File: src/rtl/bpc_pkg.sv
// shared types and constants for the button press classifier
// no dependencies; imported by every module of the block
package bpc_pkg;

    localparam int TIME_W   = 32;
    localparam int MS_W     = 16;
    localparam int IN_W     = 40;   // raw_level + time_ms + begin_suppress, byte padded
    localparam int OUT_W    = 8;    // press_event + suppressed + debounced_level, byte padded
    localparam int EV_W     = 3;
    localparam int TAP_W    = 2;
    localparam int PADDR_W  = 4;
    localparam int PDATA_W  = 32;

    typedef logic [EV_W-1:0] t_event;

    localparam t_event EV_NONE         = 3'd0;
    localparam t_event EV_SINGLE       = 3'd1;
    localparam t_event EV_DOUBLE       = 3'd2;
    localparam t_event EV_LONG         = 3'd3;
    localparam t_event EV_LONG_RELEASE = 3'd4;

    typedef enum logic [1:0] {
        REG_DEBOUNCE  = 2'd0,
        REG_LONG      = 2'd1,
        REG_DOUBLE    = 2'd2,
        REG_SINGLE_ON = 2'd3
    } t_reg_idx;

    localparam logic [MS_W-1:0] DEBOUNCE_RST = 16'd20;
    localparam logic [MS_W-1:0] LONG_RST     = 16'd1000;
    localparam logic [MS_W-1:0] DOUBLE_RST   = 16'd300;

    typedef struct packed {
        logic [MS_W-1:0] debounce_ms;
        logic [MS_W-1:0] long_press_ms;
        logic [MS_W-1:0] double_tap_ms;
        logic            single_on_release;
    } t_cfg;

    typedef struct packed {
        logic              last_raw_level;
        logic              stable_level;
        logic [TIME_W-1:0] change_stamp;
        logic [TIME_W-1:0] press_stamp;
        logic [TIME_W-1:0] first_tap_stamp;
        logic [TAP_W-1:0]  tap_counter;
        logic              long_fired;
        logic              awaiting_second_tap;
        logic              suppress_flag;
    } t_state;

    typedef struct packed {
        logic              raw_level;
        logic [TIME_W-1:0] time_ms;
        logic              begin_suppress;
    } t_sample;

    typedef struct packed {
        t_event press_event;
        logic   suppressed;
        logic   debounced_level;
    } t_result;

    localparam t_state STATE_RST = '0;

endpackage

File: src/rtl/button_press_classifier_unit.sv
// top level of the button press classifier: stream ports, state and result registers
// depends on bpc_pkg, bpc_cfg and bpc_step
//
// usage:
//   s_* carries one button sample per transfer: raw level, 32-bit ms time stamp and
//   a begin-suppress flag. m_* returns exactly one result per sample, in order:
//   press event code, suppressed flag and debounced level.
//   registers (debounce, long press, double tap, single on release) sit on the apb-style
//   port; the user writes them only while no sample is in flight; the block does not enforce it.
// datapath and throughput:
//   a sample is held in an input register, classified combinationally against the
//   state registers, and lands in the result register, where m_tvalid rises with it.
//   one sample per cycle is sustained while m_tready stays high; the state update is a
//   single pass of three 32-bit subtract-compares between the two registers.
// reset:
//   i_rst_n (synchronous) empties both registers, zeroes the classifier state and
//   loads the register defaults (20, 1000, 300, 0).
// stall:
//   while m_tready is low the result is held; one more sample waits in the input
//   register, after which s_tready drops until the result is taken.
module button_press_classifier_unit
    import bpc_pkg::*;
(
    input  logic               i_clk,
    input  logic               i_rst_n,
    input  logic               s_tvalid,
    output logic               s_tready,
    input  logic [IN_W-1:0]    s_tdata,   // [0] raw_level, [32:1] time_ms, [33] begin_suppress
    output logic               m_tvalid,
    input  logic               m_tready,
    output logic [OUT_W-1:0]   m_tdata,   // [2:0] press_event, [3] suppressed, [4] debounced_level
    input  logic               psel,
    input  logic               penable,
    input  logic               pwrite,
    input  logic [PADDR_W-1:0] paddr,
    input  logic [PDATA_W-1:0] pwdata,
    output logic [PDATA_W-1:0] prdata,
    output logic               pready
);

    t_cfg    w_cfg;
    t_state  r_state;
    t_state  n_state;
    t_sample r_in;
    logic    r_in_valid;
    t_result r_out;
    t_result n_out;
    logic    r_out_valid;
    logic    w_proc;
    logic    w_s_fire;

    bpc_cfg u_cfg (
        .i_clk   (i_clk),
        .i_rst_n (i_rst_n),
        .psel    (psel),
        .penable (penable),
        .pwrite  (pwrite),
        .paddr   (paddr),
        .pwdata  (pwdata),
        .prdata  (prdata),
        .pready  (pready),
        .o_cfg   (w_cfg)
    );

    bpc_step u_step (
        .i_cfg    (w_cfg),
        .i_state  (r_state),
        .i_sample (r_in),
        .o_state  (n_state),
        .o_result (n_out)
    );

    // the held sample moves on whenever the result slot is free or being drained
    assign w_proc   = r_in_valid && (!r_out_valid || m_tready);
    assign s_tready = !r_in_valid || w_proc;
    assign w_s_fire = s_tvalid && s_tready;

    always_ff @(posedge i_clk) begin
        if (!i_rst_n) begin
            r_in_valid  <= 1'b0;
            r_out_valid <= 1'b0;
            r_state     <= STATE_RST;
        end else begin
            if (w_s_fire) begin
                r_in_valid <= 1'b1;
            end else if (w_proc) begin
                r_in_valid <= 1'b0;
            end
            if (w_proc) begin
                r_out_valid <= 1'b1;
                r_state     <= n_state;
            end else if (m_tready) begin
                r_out_valid <= 1'b0;
            end
        end
    end

    always_ff @(posedge i_clk) begin
        if (w_s_fire) begin
            r_in.raw_level      <= s_tdata[0];
            r_in.time_ms        <= s_tdata[TIME_W:1];
            r_in.begin_suppress <= s_tdata[TIME_W+1];
        end
        if (w_proc) begin
            r_out <= n_out;
        end
    end

    assign m_tvalid = r_out_valid;
    assign m_tdata  = {{(OUT_W-EV_W-2){1'b0}}, r_out.debounced_level, r_out.suppressed,
                       r_out.press_event};

    a_reset_empty: assert property (@(posedge i_clk) !i_rst_n |=> !m_tvalid)
        else $error("result valid right after reset");

    a_ready_low: assert property (@(posedge i_clk) disable iff (!i_rst_n)
        !s_tready |-> (r_in_valid && r_out_valid && !m_tready))
        else $error("input stalled without a blocked result");

    a_proc_result: assert property (@(posedge i_clk) disable iff (!i_rst_n)
        w_proc |=> m_tvalid)
        else $error("processed sample produced no result");

    a_event_code: assert property (@(posedge i_clk) disable iff (!i_rst_n)
        m_tvalid |-> (r_out.press_event <= EV_LONG_RELEASE))
        else $error("event code out of range");

    a_supp_quiet: assert property (@(posedge i_clk) disable iff (!i_rst_n)
        (m_tvalid && r_out.suppressed) |-> (r_out.press_event == EV_NONE))
        else $error("event reported in suppress mode");

endmodule

File: src/rtl/bpc_cfg.sv
// configuration register file on an apb-style port
// depends on bpc_pkg for the register map and reset values
module bpc_cfg
    import bpc_pkg::*;
(
    input  logic               i_clk,
    input  logic               i_rst_n,
    input  logic               psel,
    input  logic               penable,
    input  logic               pwrite,
    input  logic [PADDR_W-1:0] paddr,
    input  logic [PDATA_W-1:0] pwdata,
    output logic [PDATA_W-1:0] prdata,
    output logic               pready,
    output t_cfg               o_cfg
);

    t_cfg     r_cfg;
    t_reg_idx w_idx;
    logic     w_wr;

    assign pready = 1'b1;
    assign w_idx  = t_reg_idx'(paddr[PADDR_W-1:2]);
    assign w_wr   = psel && penable && pwrite && pready;

    always_ff @(posedge i_clk) begin
        if (!i_rst_n) begin
            r_cfg.debounce_ms       <= DEBOUNCE_RST;
            r_cfg.long_press_ms     <= LONG_RST;
            r_cfg.double_tap_ms     <= DOUBLE_RST;
            r_cfg.single_on_release <= 1'b0;
        end else if (w_wr) begin
            unique case (w_idx)
                REG_DEBOUNCE:  r_cfg.debounce_ms       <= pwdata[MS_W-1:0];
                REG_LONG:      r_cfg.long_press_ms     <= pwdata[MS_W-1:0];
                REG_DOUBLE:    r_cfg.double_tap_ms     <= pwdata[MS_W-1:0];
                REG_SINGLE_ON: r_cfg.single_on_release <= pwdata[0];
                default:       ;
            endcase
        end
    end

    always_comb begin
        unique case (w_idx)
            REG_DEBOUNCE:  prdata = {{(PDATA_W-MS_W){1'b0}}, r_cfg.debounce_ms};
            REG_LONG:      prdata = {{(PDATA_W-MS_W){1'b0}}, r_cfg.long_press_ms};
            REG_DOUBLE:    prdata = {{(PDATA_W-MS_W){1'b0}}, r_cfg.double_tap_ms};
            REG_SINGLE_ON: prdata = {{(PDATA_W-1){1'b0}}, r_cfg.single_on_release};
            default:       prdata = '0;
        endcase
    end

    assign o_cfg = r_cfg;

endmodule

File: src/rtl/bpc_step.sv
// next-state and event logic for one button sample
// depends on bpc_pkg for state, config, sample and result types
module bpc_step
    import bpc_pkg::*;
(
    input  t_cfg    i_cfg,
    input  t_state  i_state,
    input  t_sample i_sample,
    output t_state  o_state,
    output t_result o_result
);

    logic              w_raw;
    logic [TIME_W-1:0] w_now;
    logic              w_supp;
    logic              w_settled;
    logic [TIME_W-1:0] w_chg;
    logic              w_prev;
    logic              w_rise;
    logic              w_fall;
    logic              w_long_hit;
    logic              w_win_hit;
    t_state            s1;
    t_state            s2;
    t_state            s3;
    t_event            ev1;
    t_event            ev2;
    t_event            ev3;

    assign w_raw  = i_sample.raw_level;
    assign w_now  = i_sample.time_ms;
    assign w_supp = i_state.suppress_flag || i_sample.begin_suppress;
    assign w_chg  = (w_raw != i_state.last_raw_level) ? w_now : i_state.change_stamp;
    assign w_settled = (w_now - w_chg) >= {{(TIME_W-MS_W){1'b0}}, i_cfg.debounce_ms};
    assign w_prev = i_state.stable_level;
    assign w_rise = w_settled && w_raw && !w_prev;
    assign w_fall = w_settled && !w_raw && w_prev;

    // debounce and edge handling
    always_comb begin
        s1 = i_state;
        ev1 = EV_NONE;
        s1.last_raw_level = w_raw;
        s1.change_stamp   = w_chg;
        s1.suppress_flag  = w_supp;
        if (w_settled) begin
            s1.stable_level = w_raw;
        end
        if (w_supp) begin
            // release while suppressed wipes the tap state and leaves the mode
            if (w_settled && !w_raw) begin
                s1.press_stamp         = '0;
                s1.first_tap_stamp     = '0;
                s1.tap_counter         = '0;
                s1.long_fired          = 1'b0;
                s1.awaiting_second_tap = 1'b0;
                s1.suppress_flag       = 1'b0;
            end
        end else if (w_rise) begin
            s1.press_stamp = w_now;
            s1.long_fired  = 1'b0;
            if (i_state.tap_counter != 2'd3) begin
                s1.tap_counter = i_state.tap_counter + 2'd1;
            end
            if (i_state.tap_counter == 2'd0) begin
                s1.first_tap_stamp     = w_now;
                s1.awaiting_second_tap = 1'b1;
            end
        end else if (w_fall) begin
            priority if (i_state.long_fired) begin
                ev1 = EV_LONG_RELEASE;
                s1.tap_counter = '0;
                s1.awaiting_second_tap = 1'b0;
            end else if (i_state.tap_counter >= 2'd2) begin
                ev1 = EV_DOUBLE;
                s1.tap_counter = '0;
                s1.awaiting_second_tap = 1'b0;
            end else if (i_state.tap_counter == 2'd1 && i_cfg.single_on_release) begin
                ev1 = EV_SINGLE;
                s1.tap_counter = '0;
                s1.awaiting_second_tap = 1'b0;
            end else begin
                // release with no reportable tap
                ev1 = EV_NONE;
            end
        end
    end

    // long press while held
    assign w_long_hit = !w_supp && s1.stable_level && !s1.long_fired && w_raw &&
        ((w_now - s1.press_stamp) >= {{(TIME_W-MS_W){1'b0}}, i_cfg.long_press_ms});

    always_comb begin
        s2  = s1;
        ev2 = ev1;
        if (w_long_hit) begin
            ev2 = EV_LONG;
            s2.long_fired = 1'b1;
            s2.tap_counter = '0;
            s2.awaiting_second_tap = 1'b0;
        end
    end

    // double-tap window expiry while released
    assign w_win_hit = !w_supp && s2.awaiting_second_tap && (s2.tap_counter != 2'd0) &&
        !s2.stable_level &&
        ((w_now - s2.first_tap_stamp) >= {{(TIME_W-MS_W){1'b0}}, i_cfg.double_tap_ms});

    always_comb begin
        s3  = s2;
        ev3 = ev2;
        if (w_win_hit) begin
            if (s2.tap_counter == 2'd1) begin
                ev3 = EV_SINGLE;
            end
            s3.tap_counter = '0;
            s3.awaiting_second_tap = 1'b0;
        end
    end

    assign o_state                  = s3;
    assign o_result.press_event     = ev3;
    assign o_result.suppressed      = w_supp;
    assign o_result.debounced_level = s3.stable_level;

endmodule
File: config.mk
export PLATFORM = sky130hd
export DESIGN_NAME = button_press_classifier_unit
export DESIGN_NICKNAME = d
export VERILOG_FILES = /design/src/rtl/bpc_pkg.sv /design/src/rtl/button_press_classifier_unit.sv /design/src/rtl/bpc_cfg.sv /design/src/rtl/bpc_step.sv
export SDC_FILE = /design/constraint.sdc
export NUM_CORES = 1
export LEC_CHECK = 0
export BUFFER_PORTS_ARGS = -buffer_cell sky130_fd_sc_hd__buf_4
export CORE_MARGIN = 2
export CORE_UTILIZATION = 39
export DETAILED_ROUTE_END_ITERATION = 10
export GPL_ROUTABILITY_DRIVEN = 0
export PLACE_DENSITY_LB_ADDON = 0.3
export REMOVE_ABC_BUFFERS = 1
export SYNTH_ARGS = -nofsm -noshare
export SYNTH_HDL_FRONTEND = slang
export SYNTH_SLANG_ARGS = --single-unit
File: constraint.sdc
create_clock -name i_clk -period 21.7 [get_ports i_clk]
set_input_delay 2.17 -clock i_clk [delete_from_list [all_inputs] [get_ports i_clk]]
set_output_delay 2.17 -clock i_clk [all_outputs]
set_load 0.05 [all_outputs]
# ---- Word-level counts from Yosys, hierarchy flattened
# Index checks and enable logic that the tools add are counted.
dict set report word_totals {
  register_bits 193
  inputBits 83
  output_inout_bits 43
  wordCells 109
}
dict set report classes {
  n_reduce_logical 36
  eq_ne 7
  magnitude_cmp 4
  n_mux 37
  addsub 4
}
# operator n
set ops {}
lappend ops {{32-bit one-hot mux with 4 select lines} 1}
lappend ops {{32-bit by 16-bit greater-or-equal comparator with 1-bit output} 3}
lappend ops {{32-bit subtractor} 3}
lappend ops {{69-bit two-way mux} 1}
lappend ops {{68-bit two-way mux} 1}
lappend ops {{32-bit two-way mux} 2}
lappend ops {{64-bit two-way mux} 1}
lappend ops {{3-bit two-way mux} 8}
lappend ops {{1-bit logical AND} 17}
lappend ops {{1-bit two-way mux} 15}
lappend ops {{2-bit two-way mux} 7}
lappend ops {{2-bit AND reduction} 4}
lappend ops {{1-bit logical NOT} 7}
lappend ops {{2-bit by 1-bit equality test with 1-bit output (second input constant)} 3}
lappend ops {{2-bit nonzero test} 3}
lappend ops {{2-bit equality test (second input constant)} 2}
lappend ops {{2-bit logical NOT} 2}
lappend ops {{4-bit two-way mux} 1}
lappend ops {{1-bit logical OR} 3}
lappend ops {{2-bit by 1-bit adder with 2-bit output (second input constant)} 1}
lappend ops {{2-bit greater-or-equal comparator (second input constant)} 1}
lappend ops {{2-bit inequality test (second input constant)} 1}
lappend ops {{1-bit inequality test} 1}

# ---- Logic depth before layout (Yosys ltp)
dict set report logic_depth {
  ltp_word 19
  depth_mapped 55
  mapped_depth_nobuf 51
}

# ---- By module
# From an unflattened synthesis, not the netlist that was laid out.
dict set report hier_totals {
  cells_unflattened 2086
  area_unflattened_um2 16438.3
}
# mod area_each_um2 cells_per_inst instances
set by_module_without_submodules {}
lappend by_module_without_submodules {bpc_step 8625.8 1326 1}
lappend by_module_without_submodules {button_press_classifier_unit 5397.7 499 1}
lappend by_module_without_submodules {bpc_cfg 2414.8 261 1}

# ---- Worst setup path before layout
# No wires, ideal clock.
dict set report synth_timing {
  path_kind {reg2reg}
  start {reg r_in[33] (netlist bit)}
  end {reg r_out, in the netlist m_tdata[0] (data pin)}
  setup_ps 269
  period_less_slack_ps 10719
  arrival_ps 10451
  stages_incl_launch_ff 48
  n_path_buf 5
  slack_ps 10981
  required_time_ps 21432
  path_cell_list {edfxtp_1 -> xor2_2 -> buf_2 -> buf_1 -> buf_1 -> mux2i_1 -> ha_1 -> a21oi_1 -> nor2b_1 -> a311o_1 -> a41oi_1 -> o21ai_0 -> xor2_1 -> ha_1 -> nand4_1 -> a211oi_1 -> nand3_1 -> o2111ai_1 -> [12 not listed] -> nand2b_1 -> a21o_1 -> a21o_1 -> a31o_2 -> a21o_1 -> a21oi_1 -> xnor2_1 -> ha_1 -> or3_1 -> a221oi_1 -> a21oi_1 -> nor4_1 -> nand3_1 -> a2111o_1 -> or4_1 -> o41a_1 -> nand2_1 -> o311ai_1}
}
# element line_no
set synth_rtl {}
lappend synth_rtl {{start: declaration} button_press_classifier_unit.sv:44} ;# t_sample r_in;
lappend synth_rtl {{end signal: assignment} button_press_classifier_unit.sv:105} ;# r_out <= n_out;
lappend synth_rtl {{end: declaration} button_press_classifier_unit.sv:46} ;# t_result r_out;

==> results.cfg <==
[place]
place_ws_ns = 9.463
hpwlAfterDp_um = 31650
portBuffers = 81

[clock_network]
cts_setup_buffers = 0
cts_tree = done
hold_buffers = 0
cts-root-buf = clkbuf_16
numCtsBuffers = 17
cts.clk_slew.worst_paths_ns = 0.08
htreeDepth = 4
cts_resized = 0
ctsLongestPathBuffers = 2
insertion_delay_ns = 0.48
cts.sinks = 193

[sta]
slew_headroom = 0.3056
final.setup.tns_ns = 0
period_share = 0.5755
finalSetupViolCount = 0
fin_crit_ns = 12.49
clock.fmax_mhz = 80.08
finalHoldViolCount = 0
layout_setup_ws_ns = 9.212
holdWs_ns = 0.4649
rsz0062_at_grt = false
worst_slew_pin_slew_ns = 1.039
drv_slew = 0
skew_ns = 0.01385

[yosys]
synth_edf_count = 39
avgSynthCellArea_um2 = 8.122
ys_types = 93
async_reset_ff_frac = 0
ys_warn_count = 0
synth_cells = 1840
ys_seq_area_frac = 0.2847
synth_area_mm2 = 0.01494
synth_flop_cell = dfxtp_1
ys_ff_latch = 193

[floorplanning]
die_h_um = 199.8
initial_core_util = 0.3968
io_pins = 126
core_area_mm2 = 0.03767
die_area_mm2 = 0.03990
num_rows = 71
die_w_um = 199.8

[global_routing]
grt_pass1_vias = 12576
grt_max_degree = 91
antenna_found_initial = 0
grt.total_usage = 0.2105
grt_pass1_wl_um = 66250
grt_remaining_overflow = 0

[worst_setup_path]
crit_top_cell = ha_1
worstPathArrival_ns = 12.68
reg2reg_slack_ns = 9.21
reg2reg_from = r_in[33]$_DFFE_PP_
r2r_cells = 47
reg2reg_to = m_tdata[0]$_DFFE_PP_
start_kind = flip-flop
path_class = reg -> reg
max_stage_delay_ns = 0.68
cp_max_fo = 26
required_ns = 21.89
setup.worst_path.end_class = flip-flop
cpMaxStageDelayCell = edfxtp_1

[power]
total_leakage_power_uw = 0.006449
p_total_uw = 1075
ir_drop_uv = 65.23
power.density_mw_per_mm2 = 65.22

[drt]
wl_per_cell_um = 17.52
drc_errors = 0
vias_per_cell = 5.734
first_pass_iters = 6
vias = 13653
drtIter0Drc = 1262
routed_wl_um = 41710
ant_nets = 0

[worst_hold_path]
holdPathEnd = r_state[90]$_SDFFE_PN0P_
min_from = r_state[90]$_SDFFE_PN0P_
min_path_type = reg -> reg
hold_depth = 2

[cells_and_area]
area_growth_pct = 10.34
antennaDiodeCount = 0
layout_common_cells = nand2_1 (277), dfxtp_1 (154), ha_1 (133)
nNetsFinal = 2075
layout_commonest_cell = nand2_1
drive_gt1_frac = 0.08877

[outcome]
outcome = complete, no violations

[flow_run]
maxCapViolCount = 0
-- critical path, delay by kind of cell, from the launching register on --
kind	cells	cell delay [ns]
simple gates	16	4.79
fa+ha+maj	5	1.29
buf+inv	2	0.44
compound gates	21	4.25
flops	1	0.68
xor+xnor	3	0.74
-- how the worst max path moves through the flow --
stage	startpoint	endpoint	slack, ns	depth (start not counted)
global route	r_in[33]$_DFFE_PP_	r_state[4]$_SDFFE_PN0P_	8.38	50
global placement	r_in[33]$_DFFE_PP_	m_tdata[0]$_DFFE_PP_	9.68	47
CTS	r_in[33]$_DFFE_PP_	m_tdata[0]$_DFFE_PP_	9.42	47
floorplan	r_in[33]$_DFFE_PP_	m_tdata[0]$_DFFE_PP_	10.42	42
finish	r_in[33]$_DFFE_PP_	m_tdata[0]$_DFFE_PP_	9.21	47
detailed placement	r_in[33]$_DFFE_PP_	r_state[4]$_SDFFE_PN0P_	9.46	50
-- routing by layer --
| metal | GRT usage | part of all wire |
|---|---|---|
| met5 | 0 | 0 |
| met1 | 0.2863 | 0.48 |
| met2 | 0.3508 | 0.46 |
| met3 | 0.02755 | 0.047 |
| met4 | 0.05679 | 0.019 |
-- where the power goes --
| group | internal, uW | total (uW) | switching [uW] |
|---|---|---|---|
| Combinational | 140 | 347 | 208 |
| Clock | 165 | 331 | 167 |
| Sequential | 379 | 397 | 17.5 |
| Total | 684 | 1080 | 392 |
-- cells in the mapped netlist (all sizes together), types with 22 or more instances --
cell type	n	area share
o211ai	22	0.011
a22oi	105	0.053
nand2b	25	0.010
edfxtp	39	0.078
a21boi	77	0.039
ha	133	0.11
nor2	73	0.019
nor2b	75	0.031
a21oi	115	0.039
nand3	27	0.0090
buf	39	0.016
o21a	22	0.011
clkbuf	77	0.019
xnor2	45	0.026
inv	85	0.021
o21ai	91	0.030
mux2i	44	0.029
dfxtp	154	0.21
nor3	22	0.0074
a21o	34	0.017
o211a	24	0.016
nand2	277	0.070
-- kinds of logic after synthesis --
logic type | Yosys count | share of synthesized area
muxes | 49 | 0.03399
xor gates and xnor gates | 66 | 0.03918
buffers and inverters | 201 | 0.05635
AOI/OAI and AO/OA | 604 | 0.2822
and+or+nand+nor | 588 | 0.1877
other | 2 | 0.0005025
adders and majority gates | 137 | 0.1155
DFF | 193 | 0.2847
-- layout make-up --
type / count / area [um2]
tap: 511 / 639.4
fill: 3792 / 21180
sequential: 193 / 4254
inverter: 85 / 319.1
multi-input combinational: 1464 / 9955
timing repair buffer: 96 / 720.7
clock inverter: 15 / 176.4
clock buffer: 17 / 425.4
-- sequential cells by signal (all words and copies together), names as in the netlist --
register	flops
m_tvalid	1
u_cfg.o_cfg	49
r_in_valid	1
r_state	103
r_in	34
m_tdata	5
-- metrics by stage --
step / area (um2) / utilization / instances
6_report: 16490 / 0.4378 / 2381
5_1_grt: 16490 / 0.4378 / 2381
4_1_cts: 16490 / 0.4378 / 2381
3_5_place_dp: 15890 / 0.4218 / 2349
3_3_place_gp: 15890 / 0.4218 / 2349
2_1_floorplan: 14490 / - / 1742
Note: power is estimated with default switching activity, not from simulation.
